`config.mk`:
```
export PLATFORM = sky130hd
export DESIGN_NAME = fixed_block_pool_allocator
export DESIGN_NICKNAME = d
export VERILOG_FILES = /design/src/hw/rtl/fbpa_pkg.sv /design/src/hw/rtl/fixed_block_pool_allocator.sv /design/src/hw/rtl/fbpa_ram.sv /design/src/hw/rtl/fbpa_dp.sv /design/src/hw/rtl/fbpa_ctrl.sv
export SDC_FILE = /design/constraint.sdc
export NUM_CORES = 1
export LEC_CHECK = 0
export ABC_CLOCK_PERIOD_IN_PS = 7900
export BUFFER_PORTS_ARGS = -buffer_cell sky130_fd_sc_hd__buf_2
export CAP_MARGIN = 20
export CORE_ASPECT_RATIO = 0.5
export CORE_MARGIN = 2
export CORE_UTILIZATION = 60
export CTS_CLUSTER_DIAMETER = 150
export DETAILED_ROUTE_END_ITERATION = 8
export PLACE_DENSITY_LB_ADDON = 0.2
export SLEW_MARGIN = 15
export SYNTH_ARGS = -nofsm -noshare
export SYNTH_HDL_FRONTEND = slang
export SYNTH_HIERARCHICAL = 1
export SYNTH_SLANG_ARGS = --single-unit
```
`constraint.sdc`:
```
create_clock -name clk -period 7.9 [get_ports clk]
set_input_delay 0.395 -clock clk [delete_from_list [all_inputs] [get_ports clk]]
set_output_delay 0.395 -clock clk [all_outputs]
set_load 0.01 [all_outputs]
```
`src/hw/rtl/fbpa_pkg.sv`:
```
package fbpa_pkg;

	localparam int NumBlocksDef = 8;

	localparam int BsW        = 13;
	localparam int OffW       = 16;
	localparam int AllocOffW  = 15;
	localparam int IdleW      = 4;
	localparam int StatusW    = 2;
	localparam int DivSteps   = OffW;

	localparam logic [BsW-1:0] BsReset = BsW'(16);

	localparam logic [StatusW-1:0] StOk         = 2'd0;
	localparam logic [StatusW-1:0] StEmpty      = 2'd1;
	localparam logic [StatusW-1:0] StMisaligned = 2'd2;
	localparam logic [StatusW-1:0] StRange      = 2'd3;

	typedef struct packed {
		logic load;
		logic div_step;
		logic mem_rd;
		logic commit;
	} fbpa_cmd_t;

	typedef struct packed {
		logic div_done;
	} fbpa_sts_t;

endpackage

```
`src/hw/rtl/fixed_block_pool_allocator.sv`:
```
// Fixed-size block pool allocator with a LIFO free list of block indices.
// Input channel (in_valid / in_stall): req_type 0 allocates the head block,
// req_type 1 frees the block at byte offset block_offset from the pool start.
// Output channel (out_valid / out_stall): one word per request with status,
// alloc_offset (byte offset of the allocated block) and idle_blocks.
// cfg_we / cfg_wdata set the block size; write it only while the block is idle.
// A free runs a 16-step restoring divider (one quotient bit per cycle) to get
// the block index and the remainder; an allocate reads the link memory and
// forms the offset product in S_ALLOC, then commits.
// One request is in flight at a time; a new one is accepted in the cycle after
// the previous result is loaded, even while that result is still stalled.
// A stalled result holds in the output register; the next request finishes
// its work and then waits until the register is taken.
// Reset: all NUM_BLOCKS blocks free and chained in index order, head at block
// zero, block size 16. Link entries never written read as their reset value.
module fixed_block_pool_allocator import fbpa_pkg::*; #(
	parameter int NUM_BLOCKS = NumBlocksDef
) (
	input  logic                 clk,
	input  logic                 arst_n,
	input  logic                 cfg_we,
	input  logic [BsW-1:0]       cfg_wdata,
	input  logic                 in_valid,
	output logic                 in_stall,
	input  logic                 req_type,
	input  logic [OffW-1:0]      block_offset,
	output logic                 out_valid,
	input  logic                 out_stall,
	output logic [StatusW-1:0]   status,
	output logic [AllocOffW-1:0] alloc_offset,
	output logic [IdleW-1:0]     idle_blocks
);

	fbpa_cmd_t cmd;
	fbpa_sts_t sts;

	fbpa_ctrl u_ctrl (
		.clk      (clk),
		.arst_n   (arst_n),
		.in_valid (in_valid),
		.in_stall (in_stall),
		.req_type (req_type),
		.out_valid(out_valid),
		.out_stall(out_stall),
		.sts      (sts),
		.cmd      (cmd)
	);

	fbpa_dp #(
		.NUM_BLOCKS(NUM_BLOCKS)
	) u_dp (
		.clk         (clk),
		.arst_n      (arst_n),
		.cfg_we      (cfg_we),
		.cfg_wdata   (cfg_wdata),
		.req_type    (req_type),
		.block_offset(block_offset),
		.cmd         (cmd),
		.sts         (sts),
		.status      (status),
		.alloc_offset(alloc_offset),
		.idle_blocks (idle_blocks)
	);

endmodule

```
`src/hw/rtl/fbpa_ram.sv`:
```
module fbpa_ram #(
	parameter int WIDTH = 8,
	parameter int DEPTH = 8
) (
	input  logic                     clk,
	input  logic                     we,
	input  logic [$clog2(DEPTH)-1:0] waddr,
	input  logic [WIDTH-1:0]         wdata,
	input  logic                     re,
	input  logic [$clog2(DEPTH)-1:0] raddr,
	output logic [WIDTH-1:0]         rdata
);

	logic [WIDTH-1:0] mem_q [DEPTH];
	logic [WIDTH-1:0] rdata_q;

	always_ff @(posedge clk) begin
		if (we) begin
			mem_q[waddr] <= wdata;
		end
		if (re) begin
			rdata_q <= mem_q[raddr];
		end
	end

	assign rdata = rdata_q;

endmodule

```
`src/hw/rtl/fbpa_dp.sv`:
```
module fbpa_dp import fbpa_pkg::*; #(
	parameter int NUM_BLOCKS = NumBlocksDef
) (
	input  logic                 clk,
	input  logic                 arst_n,
	input  logic                 cfg_we,
	input  logic [BsW-1:0]       cfg_wdata,
	input  logic                 req_type,
	input  logic [OffW-1:0]      block_offset,
	input  fbpa_cmd_t            cmd,
	output fbpa_sts_t            sts,
	output logic [StatusW-1:0]   status,
	output logic [AllocOffW-1:0] alloc_offset,
	output logic [IdleW-1:0]     idle_blocks
);

	localparam int IdxW  = $clog2(NUM_BLOCKS);
	localparam int LinkW = $clog2(NUM_BLOCKS + 1);
	localparam int CntW  = $clog2(DivSteps + 1);
	localparam int ProdW = LinkW + BsW;
	localparam logic [LinkW-1:0] Null = LinkW'(NUM_BLOCKS);

	logic [BsW-1:0]        bs_q;
	logic                  kind_q;
	logic [CntW-1:0]       cnt_q;
	logic [LinkW-1:0]      head_q;
	logic [LinkW-1:0]      idle_q;
	logic [NUM_BLOCKS-1:0] vld_q;

	logic [OffW-1:0]       dvd_q;
	logic [BsW-1:0]        rem_q;
	logic [ProdW-1:0]      prod_s1;
	logic [StatusW-1:0]    status_q;
	logic [AllocOffW-1:0]  off_q;
	logic [IdleW-1:0]      idle_out_q;

	logic [BsW-1:0]        bs_eff;
	logic [BsW:0]          trial;
	logic [BsW:0]          diff;
	logic                  ge;
	logic                  step;
	logic [IdxW-1:0]       head_idx;
	logic [IdxW-1:0]       blk_idx;
	logic [LinkW-1:0]      rd_link;
	logic [LinkW-1:0]      link;
	logic                  empty;
	logic                  misaligned;
	logic                  out_range;
	logic                  push;
	logic [StatusW-1:0]    st_n;
	logic [AllocOffW-1:0]  off_n;
	logic [LinkW-1:0]      head_n;
	logic [LinkW-1:0]      idle_n;

	assign bs_eff = (bs_q == '0) ? BsW'(1) : bs_q;

	// restoring divide, one quotient bit per step
	assign trial = {rem_q, dvd_q[OffW-1]};
	assign diff  = trial - {1'b0, bs_eff};
	assign ge    = (trial >= {1'b0, bs_eff});
	assign step  = cmd.div_step && (cnt_q != '0);

	assign sts.div_done = (cnt_q == '0);

	assign head_idx   = head_q[IdxW-1:0];
	assign blk_idx    = dvd_q[IdxW-1:0];
	assign empty      = (head_q == Null);
	assign misaligned = (rem_q != '0);
	assign out_range  = (dvd_q >= OffW'(NUM_BLOCKS));
	assign push       = kind_q && !misaligned && !out_range;

	// never-written links read as their reset chain value
	assign link = vld_q[head_idx] ? rd_link : head_q + LinkW'(1);

	fbpa_ram #(
		.WIDTH(LinkW),
		.DEPTH(NUM_BLOCKS)
	) u_link_ram (
		.clk  (clk),
		.we   (cmd.commit && push),
		.waddr(blk_idx),
		.wdata(head_q),
		.re   (cmd.mem_rd),
		.raddr(head_idx),
		.rdata(rd_link)
	);

	always_comb begin
		st_n   = StOk;
		off_n  = '0;
		head_n = head_q;
		idle_n = idle_q;
		if (!kind_q) begin
			if (empty) begin
				st_n = StEmpty;
			end else begin
				off_n  = prod_s1[AllocOffW-1:0];
				head_n = link;
				if (idle_q != '0) begin
					idle_n = idle_q - LinkW'(1);
				end
			end
		end else if (misaligned) begin
			st_n = StMisaligned;
		end else if (out_range) begin
			st_n = StRange;
		end else begin
			head_n = LinkW'(blk_idx);
			if (idle_q < Null) begin
				idle_n = idle_q + LinkW'(1);
			end
		end
	end

	always_ff @(posedge clk or negedge arst_n) begin
		if (!arst_n) begin
			bs_q   <= BsReset;
			kind_q <= 1'b0;
			cnt_q  <= '0;
			head_q <= '0;
			idle_q <= Null;
			vld_q  <= '0;
		end else begin
			if (cfg_we) begin
				bs_q <= cfg_wdata;
			end
			if (cmd.load) begin
				kind_q <= req_type;
				cnt_q  <= CntW'(DivSteps);
			end else if (step) begin
				cnt_q <= cnt_q - CntW'(1);
			end
			if (cmd.commit) begin
				head_q <= head_n;
				idle_q <= idle_n;
				if (push) begin
					vld_q[blk_idx] <= 1'b1;
				end
			end
		end
	end

	always_ff @(posedge clk) begin
		if (cmd.load) begin
			dvd_q <= block_offset;
			rem_q <= '0;
		end else if (step) begin
			dvd_q <= {dvd_q[OffW-2:0], ge};
			rem_q <= ge ? diff[BsW-1:0] : trial[BsW-1:0];
		end
		if (cmd.mem_rd) begin
			prod_s1 <= ProdW'(head_q) * ProdW'(bs_eff);
		end
		if (cmd.commit) begin
			status_q   <= st_n;
			off_q      <= off_n;
			idle_out_q <= IdleW'(idle_n);
		end
	end

	assign status       = status_q;
	assign alloc_offset = off_q;
	assign idle_blocks  = idle_out_q;

endmodule

```
`src/hw/rtl/fbpa_ctrl.sv`:
```
module fbpa_ctrl import fbpa_pkg::*; (
	input  logic      clk,
	input  logic      arst_n,
	input  logic      in_valid,
	output logic      in_stall,
	input  logic      req_type,
	output logic      out_valid,
	input  logic      out_stall,
	input  fbpa_sts_t sts,
	output fbpa_cmd_t cmd
);

	localparam logic [1:0] S_IDLE   = 2'd0;
	localparam logic [1:0] S_ALLOC  = 2'd1;
	localparam logic [1:0] S_DIV    = 2'd2;
	localparam logic [1:0] S_FINISH = 2'd3;

	logic [1:0] state_q;
	logic [1:0] state_n;
	logic       out_valid_q;
	logic       accept;

	assign in_stall = (state_q != S_IDLE);
	assign accept   = in_valid && !in_stall;

	assign cmd.load     = accept;
	assign cmd.mem_rd   = (state_q == S_ALLOC);
	assign cmd.div_step = (state_q == S_DIV) && !sts.div_done;
	// hold the result until the output register frees up
	assign cmd.commit   = (state_q == S_FINISH) && (!out_valid_q || !out_stall);

	always_comb begin
		state_n = state_q;
		unique case (state_q)
			S_IDLE: begin
				if (accept) begin
					state_n = req_type ? S_DIV : S_ALLOC;
				end
			end
			S_ALLOC: begin
				state_n = S_FINISH;
			end
			S_DIV: begin
				if (sts.div_done) begin
					state_n = S_FINISH;
				end
			end
			S_FINISH: begin
				if (cmd.commit) begin
					state_n = S_IDLE;
				end
			end
			default: begin
				state_n = S_IDLE;
			end
		endcase
	end

	always_ff @(posedge clk or negedge arst_n) begin
		if (!arst_n) begin
			state_q     <= S_IDLE;
			out_valid_q <= 1'b0;
		end else begin
			state_q <= state_n;
			if (cmd.commit) begin
				out_valid_q <= 1'b1;
			end else if (!out_stall) begin
				out_valid_q <= 1'b0;
			end
		end
	end

	assign out_valid = out_valid_q;

endmodule

```
==> key figures <==
Status
  – Run status: finished, final reports clean

Global route
  – Grt total ovfl: 0
  – Antenna violations before repair: 0
  – Number of global-route vias before repair: 5662
  – Largest net degree at the start of global routing: 39
  – Tot GR Track Use: 25.7%
  – First-pass GRT wire length: 28.7 mm

STA
  – Final setup TNS: 0 ns
  – Post-route clock period utilization: 51.6%
  – Max Clock Freq: 0.246 GHz
  – Pins over their slew limit: 0
  – Rel. slew slack: 38.2%
  – Final Skew: 0.0139 ns
  – Worst slew pin tran: 0.927 ns
  – Setup ws final: 3.83 ns
  – Final setup viols: 0
  – RSZ-0062 raised after global routing: no
  – Fin crit period: 4.07 ns
  – Final Hold Vio Count: 0

Pwr
  – Clock share of power: 20.0%
  – Switch Pwr: 1.59 mW
  – Leak Pwr: 3.94 nW
  – Pwr Density: 430 nW/um2
  – Sw frac: 40.4%
  – P_int: 2.35 mW
  – Reg power frac: 34.1%
  – Maximum vdd ir drop: 0.255 mV
  – Total power: 3.94 mW
  – Comb pwr share: 46.0%

Synthesis
  – Post-synth EDFFs: 88
  – Seq/Total Area, Yosys: 47.1%
  – Count of cell types in the netlist: 68
  – FFs w/ async S/R, synth: 27.3%
  – Ys Warns: 6
  – Synth Instances: 750
  – Netlist Area Pre-Place: 8180 um2
  – Top FF cell, synth: edfxtp_1
  – Yosys reg bits: 139
  – Avg Cell Area, Syn: 10.9 um2
  – Post-Syn Nets: 848

Detailed routing
  – Vias per cell: 5.79
  – Final WL: 17.5 mm
  – Top sig layer: met4
  – Routed wire per std cell: 17.6 um
  – Via count: 5747
  – WL met3: 1.02 mm
  – Iter 0 DRT Violations: 499
  – M1 WL: 8.17 mm
  – DR pass1 iterations: 5
  – WL met2: 8.19 mm
  – Routed Antenna Nets: 0
  – Drc violations: 0

Critical path
  – R2r setup slk: 3.83 ns
  – Worst-path maximum fanout: 20
  – Critical R2R Capture: u_dp/prod_s1[14]$_DFFE_PP_
  – Required time of the worst setup path: 8.06 ns
  – CP Capture Type: register
  – Crit path launch: u_dp/head_q[1]$_DFFE_PN0P_
  – CP Class: register to register
  – Critical Path Sink: u_dp/prod_s1[14]$_DFFE_PP_
  – CP arrival: 4.23 ns
  – RR Startpoint: u_dp/head_q[1]$_DFFE_PN0P_
  – Worst reg2reg path depth: 12
  – Worst setup SP type: register

Floorplanning
  – Die X: 169 um
  – Ports: 58
  – Initial Util: 60.9%
  – Die Footprint: 14600 um2
  – CORE AREA: 13400 um2
  – Cell Rows: 30
  – Die height: 86.6 um

CTS
  – CTS Sinks: 139
  – CTS tree: yes
  – Setup Buffers After CTS: 0
  – Num CTS Buffers: 17
  – Cts repair resizes: 0
  – CTS max path bufs: 2
  – Clock-pin slew on the worst setup and hold paths: 0.07 ns
  – Skew-Pair Late Insertion Delay: 0.43 ns
  – H-tree depth: 4
  – Clock root buffer: clkbuf_16
  – Hold_buf cts: 0

Final layout
  – Fin nets: 901
  – Layout cells sized above 1: 16.8%
  – Filler cell count: 1018
  – Area delta synth->final: 12.2%
  – Ant diodes: 0
  – Layout Utilization: 68.3%

Place
  – Placer Congestion: 0.867
  – Pre-CTS WS: 3.79 ns
  – Detailed Place HPWL: 12.6 mm
  – # port buffers: 57

Worst hold path
  – HP Class: input pin to async pin

Flow run
  – MaxCap Viol Count: 0
==> synthesized netlist by cell type, types with 19 or more instances <==
master | number | share of area (%)
edfxtp_1 | 88 | 32
nand2_1 | 75 | 3.4
nor2_1 | 73 | 3.3
inv_1 | 70 | 3.2
ha_1 | 40 | 6.1
dfrtp_1 | 36 | 11
o21ai_0 | 32 | 2.0
a21oi_1 | 23 | 1.4
fa_1 | 23 | 5.6
clkbuf_1 | 22 | 1.0
mux2_2 | 21 | 2.9
and3_1 | 19 | 1.5
==> per-layer routing <==
metal / vias to the layer above / track usage (%)
li1: 2780 / -
met1: 2781 / 36.2
met2: 172 / 41.6
met3: 14 / 5.16
met4: 0 / 6.22
met5: - / 0
==> cells in the final DEF, fill, tap and decap left out, types with 4 or more instances in the layout <==
master and count:
mux2i_1 9, dfrtp_1 36, nand2b_1 7, o21ai_0 32, dfxtp_1 13, a21o_1 16, edfxtp_1 88, ha_1 40
nand3_1 4, a21oi_1 23, nor4_1 11, a211oi_1 4, nor2b_1 6, buf_2 57, fa_1 23, nor2_1 73
a311oi_1 9, inv_6 4, a31oi_1 5, nand3b_1 7, nor3_1 15, clkbuf_16 17, inv_1 70, xor2_1 8
buf_4 5, nand4_1 4, xnor2_1 18, and3_1 19, mux4_1 8, o211ai_1 6, nand2_1 75, mux2_2 21
and2_1 15
==> kinds of logic (layout without fill, tap and decap cells) <==
logic type | after synthesis | count (layout) | synth area share [%]
multiplexers | 40 | 40 | 7.11
buffers and inverters | 99 | 165 | 4.92
adder cells (fa/ha/maj) | 63 | 63 | 11.7
flip-flops | 139 | 139 | 47.1
XOR/XNOR | 26 | 26 | 2.78
AO/OA/AOI/OAI | 127 | 127 | 11.0
AND/OR/NAND/NOR | 256 | 256 | 15.3
==> power by group through the flow <==
stage	Sequential, mW	Combinational (mW)	Clock, mW
floorplan	1.30	1.42	0
global placement	1.34	1.74	0
detailed placement	1.35	1.79	0
CTS	1.34	1.81	0.799
global route	1.37	2.04	0.829
finish	1.34	1.81	0.787
==> stage by stage <==
stage          instance area (um2)  cells  hold WS [ns]
6_report                      9180    992         0.101
5_1_grt                       9180    992         0.181
4_1_cts                       9180    992         0.122
3_5_place_dp                  8600    960         0.453
3_3_place_gp                  8600    960         0.447
2_1_floorplan                 8180    750        0.0994
==> cell type report <==
type	count	area, um2	area share [%]
multi-input combinational	512	3930	42.8
timing repair buffer	62	323	3.52
sequential	139	3860	42.0
clock inverter	15	156	1.70
inverter	71	267	2.90
tap	176	220	2.40
clock buffer	17	425	4.64
==> sequential cells by signal, indices dropped and copies added (netlist names), 4 cells and up <==
name,count
u_dp/u_link_ram/mem_q,32
u_dp/dvd_q,16
u_dp/alloc_offset,15
u_dp/prod_s1,15
u_dp/bs_q,13
u_dp/rem_q,13
u_dp/vld_q,8
u_dp/cnt_q,5
u_dp/head_q,4
u_dp/idle_blocks,4
u_dp/idle_q,4
u_dp/u_link_ram/rdata,4
==> how the worst min path moves through the flow <==
| stage | slack (ns) | to | cells after the start |
|---|---|---|---|
| finish | 0.10 | u_dp/cnt_q[0]$_DFFE_PN0P_ | 1 |
| floorplan | 0.1 | u_ctrl/out_valid$_DFFE_PN0P_ | 0 |
| CTS | 0.12 | u_dp/cnt_q[0]$_DFFE_PN0P_ | 1 |
| global route | 0.18 | u_dp/cnt_q[2]$_DFFE_PN0P_ | 1 |
| global placement | 0.45 | u_dp/vld_q[7]$_DFFE_PN0P_ | 1 |
| detailed placement | 0.45 | u_dp/vld_q[0]$_DFFE_PN0P_ | 1 |
==> critical path, cell delays in order, from the launching register on <==
cell      delay (ns)
dfrtp_1         0.86
inv_1           0.43
nor2_1          0.23
fa_1            0.43
inv_1           0.09
fa_1            0.38
inv_1           0.07
ha_1            0.30
a21o_1          0.21
a21o_1          0.19
or4_1           0.45
o311ai_0        0.10
a211oi_1        0.08
Power figures use the tool's default switching activity.
